### src/rtl/core/scr_pkg.sv
// Shared types, constants and keyword table for the serial command recognizer.
// No dependencies.
package scr_pkg;

	localparam int BufDepth = 8;
	localparam int IdxW     = $clog2(BufDepth + 1);
	localparam int SlotW    = $clog2(BufDepth);
	localparam int KwMax    = 8;
	localparam int NumKw    = 6;
	localparam int CmdW     = 3;
	localparam int QDepth   = 4;
	localparam int QPtrW    = $clog2(QDepth);
	localparam int QCntW    = $clog2(QDepth + 1);
	localparam int CfgW     = 8;
	localparam int CfgIdxW  = 2;

	localparam logic [CfgIdxW-1:0] CfgMinLength = 2'd0;
	localparam logic [CfgIdxW-1:0] CfgDelimiter = 2'd1;
	localparam logic [CfgIdxW-1:0] CfgEndChar   = 2'd2;

	localparam logic [2:0] MinLengthRst = 3'd4;
	localparam logic [7:0] DelimiterRst = 8'h0D;
	localparam logic [7:0] EndCharRst   = 8'h04;

	localparam logic [CmdW-1:0] CmdHelp    = 3'd0;
	localparam logic [CmdW-1:0] CmdWhoami  = 3'd1;
	localparam logic [CmdW-1:0] CmdBoot    = 3'd2;
	localparam logic [CmdW-1:0] CmdShip    = 3'd3;
	localparam logic [CmdW-1:0] CmdReset   = 3'd4;
	localparam logic [CmdW-1:0] CmdPcInfo  = 3'd5;
	localparam logic [CmdW-1:0] CmdUnknown = 3'd6;

	// keywords in match order, zero padded
	localparam logic [7:0] KwText [NumKw][KwMax] = '{
		'{8'h68, 8'h65, 8'h6c, 8'h70, 8'h00, 8'h00, 8'h00, 8'h00},
		'{8'h77, 8'h68, 8'h6f, 8'h61, 8'h6d, 8'h69, 8'h00, 8'h00},
		'{8'h62, 8'h6f, 8'h6f, 8'h74, 8'h00, 8'h00, 8'h00, 8'h00},
		'{8'h73, 8'h68, 8'h69, 8'h70, 8'h00, 8'h00, 8'h00, 8'h00},
		'{8'h72, 8'h65, 8'h73, 8'h65, 8'h74, 8'h00, 8'h00, 8'h00},
		'{8'h01, 8'h10, 8'h03, 8'h3f, 8'h3f, 8'h3f, 8'h30, 8'h00}
	};

	typedef logic [KwMax-1:0][7:0] line_t;

	typedef enum logic [1:0] {
		KIND_DONE,
		KIND_IGNORED,
		KIND_DATA,
		KIND_WAKE
	} kind_t;

	typedef struct packed {
		logic       func;
		logic [7:0] rx_byte;
	} rx_item_t;

	typedef struct packed {
		logic            wake;
		logic [CmdW-1:0] command_code;
		logic            byte_ignored;
	} result_t;

	typedef struct packed {
		kind_t kind;
		line_t line;
	} q_entry_t;

	// line equals keyword k up to and including the keyword's terminating zero
	function automatic logic kw_match(input line_t line, input int k);
		logic ok;
		logic stop;
		ok   = 1'b1;
		stop = 1'b0;
		for (int i = 0; i < KwMax; i++) begin
			if (!stop) begin
				if (line[i] != KwText[k][i])
					ok = 1'b0;
				if (KwText[k][i] == 8'h00)
					stop = 1'b1;
			end
		end
		return ok & stop;
	endfunction

	function automatic logic [CmdW-1:0] classify(input line_t line);
		logic [CmdW-1:0] code;
		code = CmdUnknown;
		for (int k = NumKw - 1; k >= 0; k--) begin
			if (kw_match(line, k))
				code = CmdW'(k);
		end
		return code;
	endfunction

endpackage

### src/rtl/core/scr_front.sv
// Front end: config registers, line buffer, fill index and busy flag.
// Classifies each item and hands a queue entry to the back end. Uses scr_pkg.
module scr_front (
	input  logic                          clk,
	input  logic                          arst_n,
	input  logic                          accept,
	input  scr_pkg::rx_item_t             rx_item,
	input  logic                          cfg_we,
	input  logic [scr_pkg::CfgIdxW-1:0]   cfg_index,
	input  logic [scr_pkg::CfgW-1:0]      cfg_data,
	output scr_pkg::q_entry_t             entry
);

	logic [2:0]                  min_len_q;
	logic [7:0]                  delim_q;
	logic [7:0]                  endc_q;
	logic [7:0]                  line_q [scr_pkg::BufDepth];
	logic [7:0]                  line_next [scr_pkg::BufDepth];
	logic [scr_pkg::IdxW-1:0]    fill_q;
	logic [scr_pkg::IdxW-1:0]    fill_next;
	logic                        busy_q;
	logic                        busy_next;
	logic [scr_pkg::SlotW-1:0]   wr_slot;
	logic [scr_pkg::IdxW-1:0]    count;
	logic                        term;

	always_ff @(posedge clk or negedge arst_n) begin
		if (!arst_n) begin
			min_len_q <= scr_pkg::MinLengthRst;
			delim_q   <= scr_pkg::DelimiterRst;
			endc_q    <= scr_pkg::EndCharRst;
		end else if (cfg_we) begin
			unique case (cfg_index)
				scr_pkg::CfgMinLength: min_len_q <= cfg_data[2:0];
				scr_pkg::CfgDelimiter: delim_q   <= cfg_data;
				scr_pkg::CfgEndChar:   endc_q    <= cfg_data;
				default: ;
			endcase
		end
	end

	always_comb begin
		wr_slot   = (fill_q >= scr_pkg::IdxW'(scr_pkg::BufDepth)) ?
			'0 : fill_q[scr_pkg::SlotW-1:0];
		count     = scr_pkg::IdxW'(wr_slot) + scr_pkg::IdxW'(1);
		term      = ((rx_item.rx_byte == delim_q) || (rx_item.rx_byte == endc_q)) &&
			(count > scr_pkg::IdxW'(min_len_q));
		line_next = line_q;
		fill_next = fill_q;
		busy_next = busy_q;
		entry.kind = scr_pkg::KIND_DATA;
		priority if (rx_item.func) begin
			busy_next  = 1'b0;
			fill_next  = '0;
			entry.kind = scr_pkg::KIND_DONE;
		end else if (busy_q) begin
			entry.kind = scr_pkg::KIND_IGNORED;
		end else if (term) begin
			// terminator slot reads as zero so the line is cut there
			line_next[wr_slot] = 8'h00;
			fill_next  = count;
			busy_next  = 1'b1;
			entry.kind = scr_pkg::KIND_WAKE;
		end else begin
			line_next[wr_slot] = rx_item.rx_byte;
			fill_next = (count > scr_pkg::IdxW'(scr_pkg::BufDepth - 1)) ? '0 : count;
		end
		for (int i = 0; i < scr_pkg::KwMax; i++)
			entry.line[i] = line_next[i];
	end

	always_ff @(posedge clk or negedge arst_n) begin
		if (!arst_n) begin
			fill_q <= '0;
			busy_q <= 1'b0;
			for (int i = 0; i < scr_pkg::BufDepth; i++)
				line_q[i] <= 8'h00;
		end else if (accept) begin
			fill_q <= fill_next;
			busy_q <= busy_next;
			line_q <= line_next;
		end
	end

endmodule

### src/rtl/core/scr_queue.sv
// Short FIFO of classified items between front and back end.
// Uses scr_pkg for the entry type and depth.
module scr_queue (
	input  logic              clk,
	input  logic              arst_n,
	input  logic              wr_en,
	input  scr_pkg::q_entry_t wr_data,
	output logic              full,
	input  logic              rd_en,
	output logic              not_empty,
	output scr_pkg::q_entry_t rd_data
);

	scr_pkg::q_entry_t          mem_q [scr_pkg::QDepth];
	logic [scr_pkg::QPtrW-1:0]  wr_ptr_q;
	logic [scr_pkg::QPtrW-1:0]  rd_ptr_q;
	logic [scr_pkg::QCntW-1:0]  cnt_q;
	logic                       do_wr;
	logic                       do_rd;

	assign full      = (cnt_q == scr_pkg::QCntW'(scr_pkg::QDepth));
	assign not_empty = (cnt_q != '0);
	assign do_wr     = wr_en && !full;
	assign do_rd     = rd_en && not_empty;
	assign rd_data   = mem_q[rd_ptr_q];

	always_ff @(posedge clk) begin
		if (do_wr)
			mem_q[wr_ptr_q] <= wr_data;
	end

	always_ff @(posedge clk or negedge arst_n) begin
		if (!arst_n) begin
			wr_ptr_q <= '0;
			rd_ptr_q <= '0;
			cnt_q    <= '0;
		end else begin
			if (do_wr)
				wr_ptr_q <= wr_ptr_q + scr_pkg::QPtrW'(1);
			if (do_rd)
				rd_ptr_q <= rd_ptr_q + scr_pkg::QPtrW'(1);
			if (do_wr && !do_rd)
				cnt_q <= cnt_q + scr_pkg::QCntW'(1);
			else if (do_rd && !do_wr)
				cnt_q <= cnt_q - scr_pkg::QCntW'(1);
		end
	end

endmodule

### src/rtl/core/scr_back.sv
// Back end: keyword compare and the output register seen by the consumer.
// Uses scr_pkg for the keyword table and result type.
module scr_back (
	input  logic              clk,
	input  logic              arst_n,
	input  logic              q_valid,
	input  scr_pkg::q_entry_t q_data,
	output logic              q_take,
	input  logic              pop,
	output logic              empty,
	output scr_pkg::result_t  result
);

	scr_pkg::result_t res_d;
	scr_pkg::result_t result_q;
	logic             valid_q;

	// refill the output register when it is free or being drained
	assign q_take = q_valid && (!valid_q || pop);
	assign empty  = !valid_q;
	assign result = result_q;

	always_comb begin
		res_d = '0;
		unique case (q_data.kind)
			scr_pkg::KIND_WAKE: begin
				res_d.wake         = 1'b1;
				res_d.command_code = scr_pkg::classify(q_data.line);
			end
			scr_pkg::KIND_IGNORED: res_d.byte_ignored = 1'b1;
			scr_pkg::KIND_DONE, scr_pkg::KIND_DATA: ;
			default: ;
		endcase
	end

	always_ff @(posedge clk or negedge arst_n) begin
		if (!arst_n)
			valid_q <= 1'b0;
		else if (q_take)
			valid_q <= 1'b1;
		else if (pop)
			valid_q <= 1'b0;
	end

	always_ff @(posedge clk) begin
		if (q_take)
			result_q <= res_d;
	end

endmodule

### src/rtl/core/serial_command_recognizer.sv
// Serial command recognizer: one item accepted per cycle while full is low.
// A result passes through the item queue and then the output register before it shows
// on the result ports; throughput one item per cycle while the consumer pops each result.
// full rises only when the four-entry item queue backs up behind a stalled pop.
// Reset (arst_n low) clears the line buffer, fill index, busy flag, item queue and output
// valid and loads the register defaults: min length 4, delimiter 0x0D, end char 0x04.
module serial_command_recognizer (
	input  logic                         clk,
	input  logic                         arst_n,
	input  logic                         push,
	output logic                         full,
	input  scr_pkg::rx_item_t            rx_item,
	output logic                         empty,
	input  logic                         pop,
	output scr_pkg::result_t             result,
	input  logic                         cfg_we,
	input  logic [scr_pkg::CfgIdxW-1:0]  cfg_index,
	input  logic [scr_pkg::CfgW-1:0]     cfg_data
);

	scr_pkg::q_entry_t front_entry;
	scr_pkg::q_entry_t q_data;
	logic              accept;
	logic              q_valid;
	logic              q_take;

	assign accept = push && !full;

	scr_front u_front (
		.clk       (clk),
		.arst_n    (arst_n),
		.accept    (accept),
		.rx_item   (rx_item),
		.cfg_we    (cfg_we),
		.cfg_index (cfg_index),
		.cfg_data  (cfg_data),
		.entry     (front_entry)
	);

	scr_queue u_queue (
		.clk       (clk),
		.arst_n    (arst_n),
		.wr_en     (accept),
		.wr_data   (front_entry),
		.full      (full),
		.rd_en     (q_take),
		.not_empty (q_valid),
		.rd_data   (q_data)
	);

	scr_back u_back (
		.clk     (clk),
		.arst_n  (arst_n),
		.q_valid (q_valid),
		.q_data  (q_data),
		.q_take  (q_take),
		.pop     (pop),
		.empty   (empty),
		.result  (result)
	);

endmodule

### config.mk
export PLATFORM = sky130hd
export DESIGN_NAME = serial_command_recognizer
export DESIGN_NICKNAME = d
export VERILOG_FILES = /design/src/rtl/core/scr_pkg.sv /design/src/rtl/core/scr_front.sv /design/src/rtl/core/scr_queue.sv /design/src/rtl/core/scr_back.sv /design/src/rtl/core/serial_command_recognizer.sv
export SDC_FILE = /design/constraint.sdc
export NUM_CORES = 1
export LEC_CHECK = 0
export BUFFER_PORTS_ARGS = -buffer_cell sky130_fd_sc_hd__buf_2
export CAP_MARGIN = 15
export CORE_ASPECT_RATIO = 2
export CORE_MARGIN = 1
export CORE_UTILIZATION = 55
export CTS_CLUSTER_DIAMETER = 30
export DETAILED_ROUTE_END_ITERATION = 10
export PLACE_DENSITY = 0.8
export SYNTH_ARGS = -nofsm -noshare
export SYNTH_HDL_FRONTEND = slang
export SYNTH_SLANG_ARGS = --single-unit
### constraint.sdc
create_clock -name clk -period 5.2 [get_ports clk]
set_input_delay 0.52 -clock clk [delete_from_list [all_inputs] [get_ports clk]]
set_output_delay 0.52 -clock clk [all_outputs]
set_load 0.01 [all_outputs]
==> summary.md, run 1 <==
| Metric | Value |
|---|---|
| WP data required | `5440 ps` |
| Final setup violation count | `0` |
| Largest net degree at the start of global routing | `67` |
| Setup tns final | `0 ps` |
| Cts bufs inserted | `35` |
| Worst R2R Path Depth | `10` |
| DIE AREA | `0.0279 mm2` |
| Min Clock Period, post-route | `3740 ps` |
| Worst Tran Pin Value | `1040 ps` |
| IO buf count | `30` |
| Tcrit/Tclk final | `71.8%` |
| Leading area contributor after synthesis | `edfxtp_1` |
| Crit path cell chain | `nor2b_1 > ha_1 > ha_1 > nor2b_1 > o21ai_0 > a32oi_1 > o21ai_1 > buf_4 > nand4_1 > o21ai_0` |
| Filler cells | `1910` |
| Critical Path Start Type | `flop` |
| CP top delay family | `compound AO/OA/AOI/OAI gates` |
| Die height | `235 um` |
| Clock Latency Late Sink | `520 ps` |
| DRC viols | `0` |
| Relative slew slack | `30.2%` |
| First-pass GRT wire length | `53800 um` |
| IO Pins | `31` |
| RSZ-0062 raised after global routing | `no` |
| Yosys top cell area share | `54.0%` |
| Worst EP arrival | `3980 ps` |
| Status | `finished, final reports clean` |
| Layout net count | `1027` |
| Clk pin slew, worst setup/hold paths | `70 ps` |
| CTS max path bufs | `3` |
| Number of post-CTS setup repair buffers | `0` |
| Drt pass-1 iters | `6` |
| H-Tree Depth | `2` |
| Total leakage power | `0.00596 uW` |
| Vias in the first global route | `9193` |
| Crit-path max cell delay | `670 ps` |
| Min Hold Slack | `110 ps` |
| Total track usage | `26.3%` |
| Crit path buffers/inverters | `1` |
| Most common cell after layout, fill and taps aside | `edfxtp_1` |
| Synthesized area | `0.0150 mm2` |
| Seq/Total Area, Yosys | `70.1%` |
| Synthesized flop and latch total | `365` |
| Syn. warnings | `0` |
| Max_cap viols | `0` |
| CTS Hold Buffers Added | `0` |
| Final hold violation count | `0` |
| DR vias | `8778` |
| Worst setup margin | `1460 ps` |
| Max rail drop VDD | `0.426 mV` |
| Initial core utilization | `55.8%` |
| Worst setup EP type | `flop` |
| FF-to-FF setup slack | `1460 ps` |
| Worst hold path type | `primary input to asynchronous set/reset pin` |
| Layout cells sized above 1 | `17.9%` |
| P&R area growth vs syn | `11.4%` |
| Syn_nets | `983` |
| Fin. max-slew vios | `0` |
| DR WL/cell | `25.7 um` |
| Grt total ovfl | `0` |
| Critical Path Fanout Max | `17` |
| CTS resizes | `0` |
| Async set-reset flop share out of synthesis | `26.3%` |
| Number of flops mapped to enable cells by yosys | `269` |
| Root Driver | `clkbuf_16` |
| Initial antenna violation count | `0` |
| Post-Place Worst Slack | `1700 ps` |
| TritonCTS clock tree | `yes` |
| Crit path kind | `flop to flop` |
| Post-synthesis cell type count | `60` |
| Die X | `119 um` |
| Placer congestion estimate | `0.843` |
| Cell Rows | `85` |
| Fmax | `268 MHz` |
| RR Startpoint | `u_front.fill_q[0]` |
| Slowest cell on the critical path | `o21ai_0` |
| Ant diodes | `0` |
| R2r endpoint | `u_queue.mem_q[3][29]` |
| Antenna-violating nets left | `0` |
| Most frequent cells in the layout | `edfxtp_1, nand2_1, dfrtp_1, o21ai_0, a22o_1` |
| P per Cell Area | `587 mW/mm2` |
| Via density | `6.42` |
| Core footprint | `0.0268 mm2` |
| Synth area leaders | `edfxtp_1, dfrtp_1, mux4_2, nand2_1, o21ai_0` |
| TritonCTS Sinks | `365` |
| Mean Syn Cell Area | `15.8 um2` |
| Routed WL | `35200 um` |
| HPWL after DPL | `23500 um` |
| Main synth FF type | `edfxtp_1` |
| Starting DRT DRC Count | `874` |
| Post-synthesis instance total | `949` |
| Clk_skew | `17.6 ps` |
state kept, by name (all words and copies together), names as in the netlist:
register,cells
u_back.result,5
u_back.valid_q,1
u_front.busy_q,1
u_front.delim_q,8
u_front.endc_q,8
u_front.fill_q,4
u_front.line_q,64
u_front.min_len_q,3
u_queue.cnt_q,3
u_queue.mem_q,264
u_queue.rd_ptr_q,2
u_queue.wr_ptr_q,2
cell usage after synthesis, types with 4 or more instances:
| library cell | n |
|---|---|
| dfstp_2 | 5 |
| nor2b_1 | 19 |
| nand2_1 | 112 |
| buf_6 | 4 |
| inv_1 | 13 |
| edfxtp_1 | 269 |
| and3_1 | 4 |
| nand2b_1 | 9 |
| and4b_1 | 5 |
| mux4_2 | 42 |
| buf_1 | 5 |
| nor4b_1 | 5 |
| buf_2 | 4 |
| and2_1 | 9 |
| mux2_2 | 18 |
| o21ai_0 | 83 |
| ha_1 | 9 |
| dfrtp_1 | 91 |
| xnor2_1 | 20 |
| nor4_1 | 17 |
| nor3_1 | 12 |
| nand3_1 | 17 |
| mux4_1 | 10 |
| nor2_1 | 23 |
| or2_2 | 4 |
| clkbuf_1 | 22 |
| a22o_1 | 46 |
| a31oi_1 | 6 |
| nand4_1 | 14 |
power by group:
part           internal, uW  switching [uW]  total, uW
clock                  1430            1110       2540
sequential             4240             422       4660
combinational          1010            1580       2580
total                  6680            3110       9780
cells by family (layout without fill, tap and decap cells):
| kind of cell | after synthesis | after routing | synth area share (%) |
|---|---|---|---|
| flip-flops | 365 | 365 | 70.1 |
| AND/OR/NAND/NOR | 273 | 273 | 9.59 |
| AO/OA/AOI/OAI | 157 | 157 | 6.87 |
| XOR/XNOR | 23 | 23 | 1.35 |
| adder cells (fa/ha/maj) | 10 | 10 | 0.887 |
| buffers and inverters | 51 | 121 | 1.76 |
| multiplexers | 70 | 70 | 9.44 |
per-layer routing:
metal	vias up	track usage (%)	routed length (um)
met4	0	16.7	2280
met2	426	47.6	19300
met5	-	0	0
li1	3785	-	-
met1	4457	28.5	11700
met3	110	3.66	1940
through the flow:
stage | util [%] | cell area, um2 | total power (uW) | std cells
after floorplan | - | 15000 | 6400 | 949
after global placement | 57.8 | 15500 | 7130 | 1304
after detailed placement | 57.8 | 15500 | 7270 | 1304
after CTS | 62.2 | 16700 | 9810 | 1367
after global routing | 62.2 | 16700 | 10200 | 1367
final | 62.2 | 16700 | 9780 | 1367
cell type report:
type                       instances  area (um2)  area share (%)
clock inverter                    19         193            1.16
multi-input combinational        533        4220            25.3
inverter                          13        48.8           0.293
tap                              348         435            2.61
sequential                       365       10500            63.0
clock buffer                      44         982            5.90
timing repair buffer              45         290            1.74
worst max-delay path by stage:
stage	startpoint	cells past startpoint	slack [ps]	endpoint
after floorplan	u_queue.cnt_q[2]	7	1580	u_queue.mem_q[0][0]
after global placement	u_front.fill_q[0]	10	1770	u_queue.mem_q[1][29]
after detailed placement	u_front.fill_q[0]	10	1700	u_queue.mem_q[3][29]
after CTS	u_front.fill_q[0]	10	1550	u_queue.mem_q[3][29]
after global routing	u_front.fill_q[0]	10	1170	u_queue.mem_q[3][29]
final	u_front.fill_q[0]	10	1460	u_queue.mem_q[3][29]
(Power assumes the default switching activity.)
==> inputs of run 2 (changes only) <==
Clock period 5.2 ns to 3.7 ns, I/O delays scaled along.
==> summary.md, run 2 (synthesized netlist as in run 1, its figures left out) <==
| Metric | Value |
|---|---|
| TritonCTS clock tree | `yes (unchanged)` |
| RR Startpoint | `u_front.fill_q[3] (was u_front.fill_q[0])` |
| Max_cap viols | `0 (unchanged)` |
| Fmax | `294 MHz (was 268 MHz)` |
| P per Cell Area | `832 mW/mm2 (was 587 mW/mm2)` |
| Vias in the first global route | `9306 (was 9193)` |
| Clk_skew | `20.0 ps (was 17.6 ps)` |
| Final core occ | `62.9% (was 62.2%)` |
| Filler cells | `1893 (was 1910)` |
| Largest net degree at the start of global routing | `67 (unchanged)` |
| Layout cells sized above 1 | `19.4% (was 17.9%)` |
| Core footprint | `0.0268 mm2 (unchanged)` |
| Critical Path Fanout Max | `9 (was 17)` |
| Total track usage | `27.4% (was 26.3%)` |
| DR WL/cell | `26.4 um (was 25.7 um)` |
| Largest Register | `u_queue.mem_q (unchanged)` |
| Layout net count | `1050 (was 1027)` |
| First-pass GRT wire length | `55800 um (was 53800 um)` |
| Number of post-CTS setup repair buffers | `0 (unchanged)` |
| Die height | `235 um (unchanged)` |
| Relative slew slack | `25.9% (was 30.2%)` |
| CTS resizes | `0 (unchanged)` |
| DRC viols | `0 (unchanged)` |
| Initial antenna violation count | `1 (was 0)` |
| WP data required | `3940 ps (was 5440 ps)` |
| Worst setup margin | `293 ps (was 1460 ps)` |
| Crit-path max cell delay | `590 ps (was 670 ps)` |
| CP startpoint | `u_front.fill_q[3] (was u_front.fill_q[0])` |
| Root Driver | `clkbuf_16 (unchanged)` |
| Critical Path Start Type | `flop (unchanged)` |
| Initial core utilization | `55.8% (unchanged)` |
| TritonCTS Sinks | `365 (unchanged)` |
| H-Tree Depth | `2 (unchanged)` |
| Crit path kind | `flop to flop (unchanged)` |
| Worst Tran Pin Value | `1110 ps (was 1040 ps)` |
| Worst hold path type | `primary input to flop (was primary input to asynchronous set/reset pin)` |
| CTS Hold Buffers Added | `1 (was 0)` |
| Drt pass-1 iters | `9 (was 6)` |
| Post-Place Worst Slack | `352 ps (was 1700 ps)` |
| Most common cell after layout, fill and taps aside | `edfxtp_1 (unchanged)` |
| Placed instance area | `0.0157 mm2 (was 0.0155 mm2)` |
| HPWL after DPL | `24900 um (was 23500 um)` |
| DR vias | `9035 (was 8778)` |
| Placer congestion estimate | `0.927 (was 0.843)` |
| HP Start | `pop` |
| CTS max path bufs | `3 (unchanged)` |
| Slowest cell on the critical path | `o21ai_0 (unchanged)` |
| Die X | `119 um (unchanged)` |
| Design area | `0.0169 mm2 (was 0.0167 mm2)` |
| Biggest regs | `u_queue.mem_q x264, u_front.line_q x64 (unchanged)` |
| Final setup violation count | `0 (unchanged)` |
| DIE AREA | `0.0279 mm2 (unchanged)` |
| CP top delay family | `compound AO/OA/AOI/OAI gates (unchanged)` |
| Max reg flops | `264 (unchanged)` |
| Via density | `6.50 (was 6.42)` |
| Ant diodes | `0 (unchanged)` |
| Cts bufs inserted | `36 (was 35)` |
| Setup tns final | `0 ps (unchanged)` |
| Overall Power | `14000 uW (was 9780 uW)` |
| Routed WL | `36700 um (was 35200 um)` |
| IO buf count | `30 (unchanged)` |
| Status | `finished, final reports clean (unchanged)` |
| Fin. max-slew vios | `0 (unchanged)` |
| Final hold violation count | `0 (unchanged)` |
| Max rail drop VDD | `0.557 mV (was 0.426 mV)` |
| Clk pin slew, worst setup/hold paths | `60 ps (was 70 ps)` |
| Total leakage power | `0.00608 uW (was 0.00596 uW)` |
| Crit path buffers/inverters | `1 (unchanged)` |
| Crit path cell chain | `nor2b_1 > ha_1 > ha_1 > nor2b_1 > o21ai_0 > a32oi_1 > o21ai_1 > buf_4 > nand3_1 > o21ai_0 (was nor2b_1 > ha_1 > ha_1 > nor2b_1 > o21ai_0 > a32oi_1 > o21ai_1 > buf_4 > nand4_1 > o21ai_0)` |
| Grt total ovfl | `0 (unchanged)` |
| RSZ-0062 raised after global routing | `no (unchanged)` |
| Antenna-violating nets left | `0 (unchanged)` |
| Tcrit/Tclk final | `92.1% (was 71.8%)` |
| Clock Latency Late Sink | `530 ps (was 520 ps)` |
| Worst setup EP type | `flop (unchanged)` |
| Starting DRT DRC Count | `777 (was 874)` |
| Worst EP arrival | `3650 ps (was 3980 ps)` |
| P&R area growth vs syn | `12.8% (was 11.4%)` |
| Cell Rows | `85 (unchanged)` |
| Most frequent cells in the layout | `edfxtp_1, nand2_1, dfrtp_1, o21ai_0, a22o_1 (unchanged)` |
| IO Pins | `31 (unchanged)` |
| Min Clock Period, post-route | `3410 ps (was 3740 ps)` |
==> run 2: per-stage QoR <==
| step | hold WS [ps] | instances |
|---|---|---|
| 3_5_place_dp | 376 | 1325 |
| 2_1_floorplan | 74.4 | 949 |
| 3_3_place_gp | 376 | 1325 |
| 6_report | 65.4 | 1390 |
| 4_1_cts | 53.9 | 1390 |
| 5_1_grt | 55.6 | 1390 |
==> run 2: final timing paths <==
| check | to | slack, ps | depth (start not counted) |
|---|---|---|---|
| worst max register to register | u_queue.mem_q[3][8] | 290 | 10 |
| worst max-delay path | u_queue.mem_q[3][8] | 290 | 10 |
| worst min register to register | u_front.line_q[1] | 480 | 2 |
| max in group asynchronous | u_front.delim_q[2] | 2470 | 3 |
| worst min-delay path | u_back.valid_q | 70 | 2 |
| min in group asynchronous | u_queue.cnt_q[0] | 360 | 2 |
==> run 2: metal layers <==
layer	track usage, %	wire length [um]	vias to the layer above
met5	0	14	-
met4	19.8	2770	2
met3	4.87	2600	139
met2	48.5	19800	543
met1	28.8	11500	4519
li1	-	-	3832
==> run 2: layout make-up <==
class                      instances  area (um2)  share of cell area [%]
tap                              348         435                    2.58
timing repair buffer              67         533                    3.16
clock buffer                      45         966                    5.73
inverter                          13        48.8                   0.289
multi-input combinational        533        4220                    25.0
clock inverter                    19         179                    1.06
sequential                       365       10500                    62.2
==> run 2: report_power, final <==
group | total, uW | internal (uW) | leakage [uW] | switching, uW
Sequential | 6490 | 5950 | 0.00372 | 536
Combinational | 3980 | 1570 | 0.00180 | 2410
Clock | 3560 | 1970 | 0.000561 | 1580
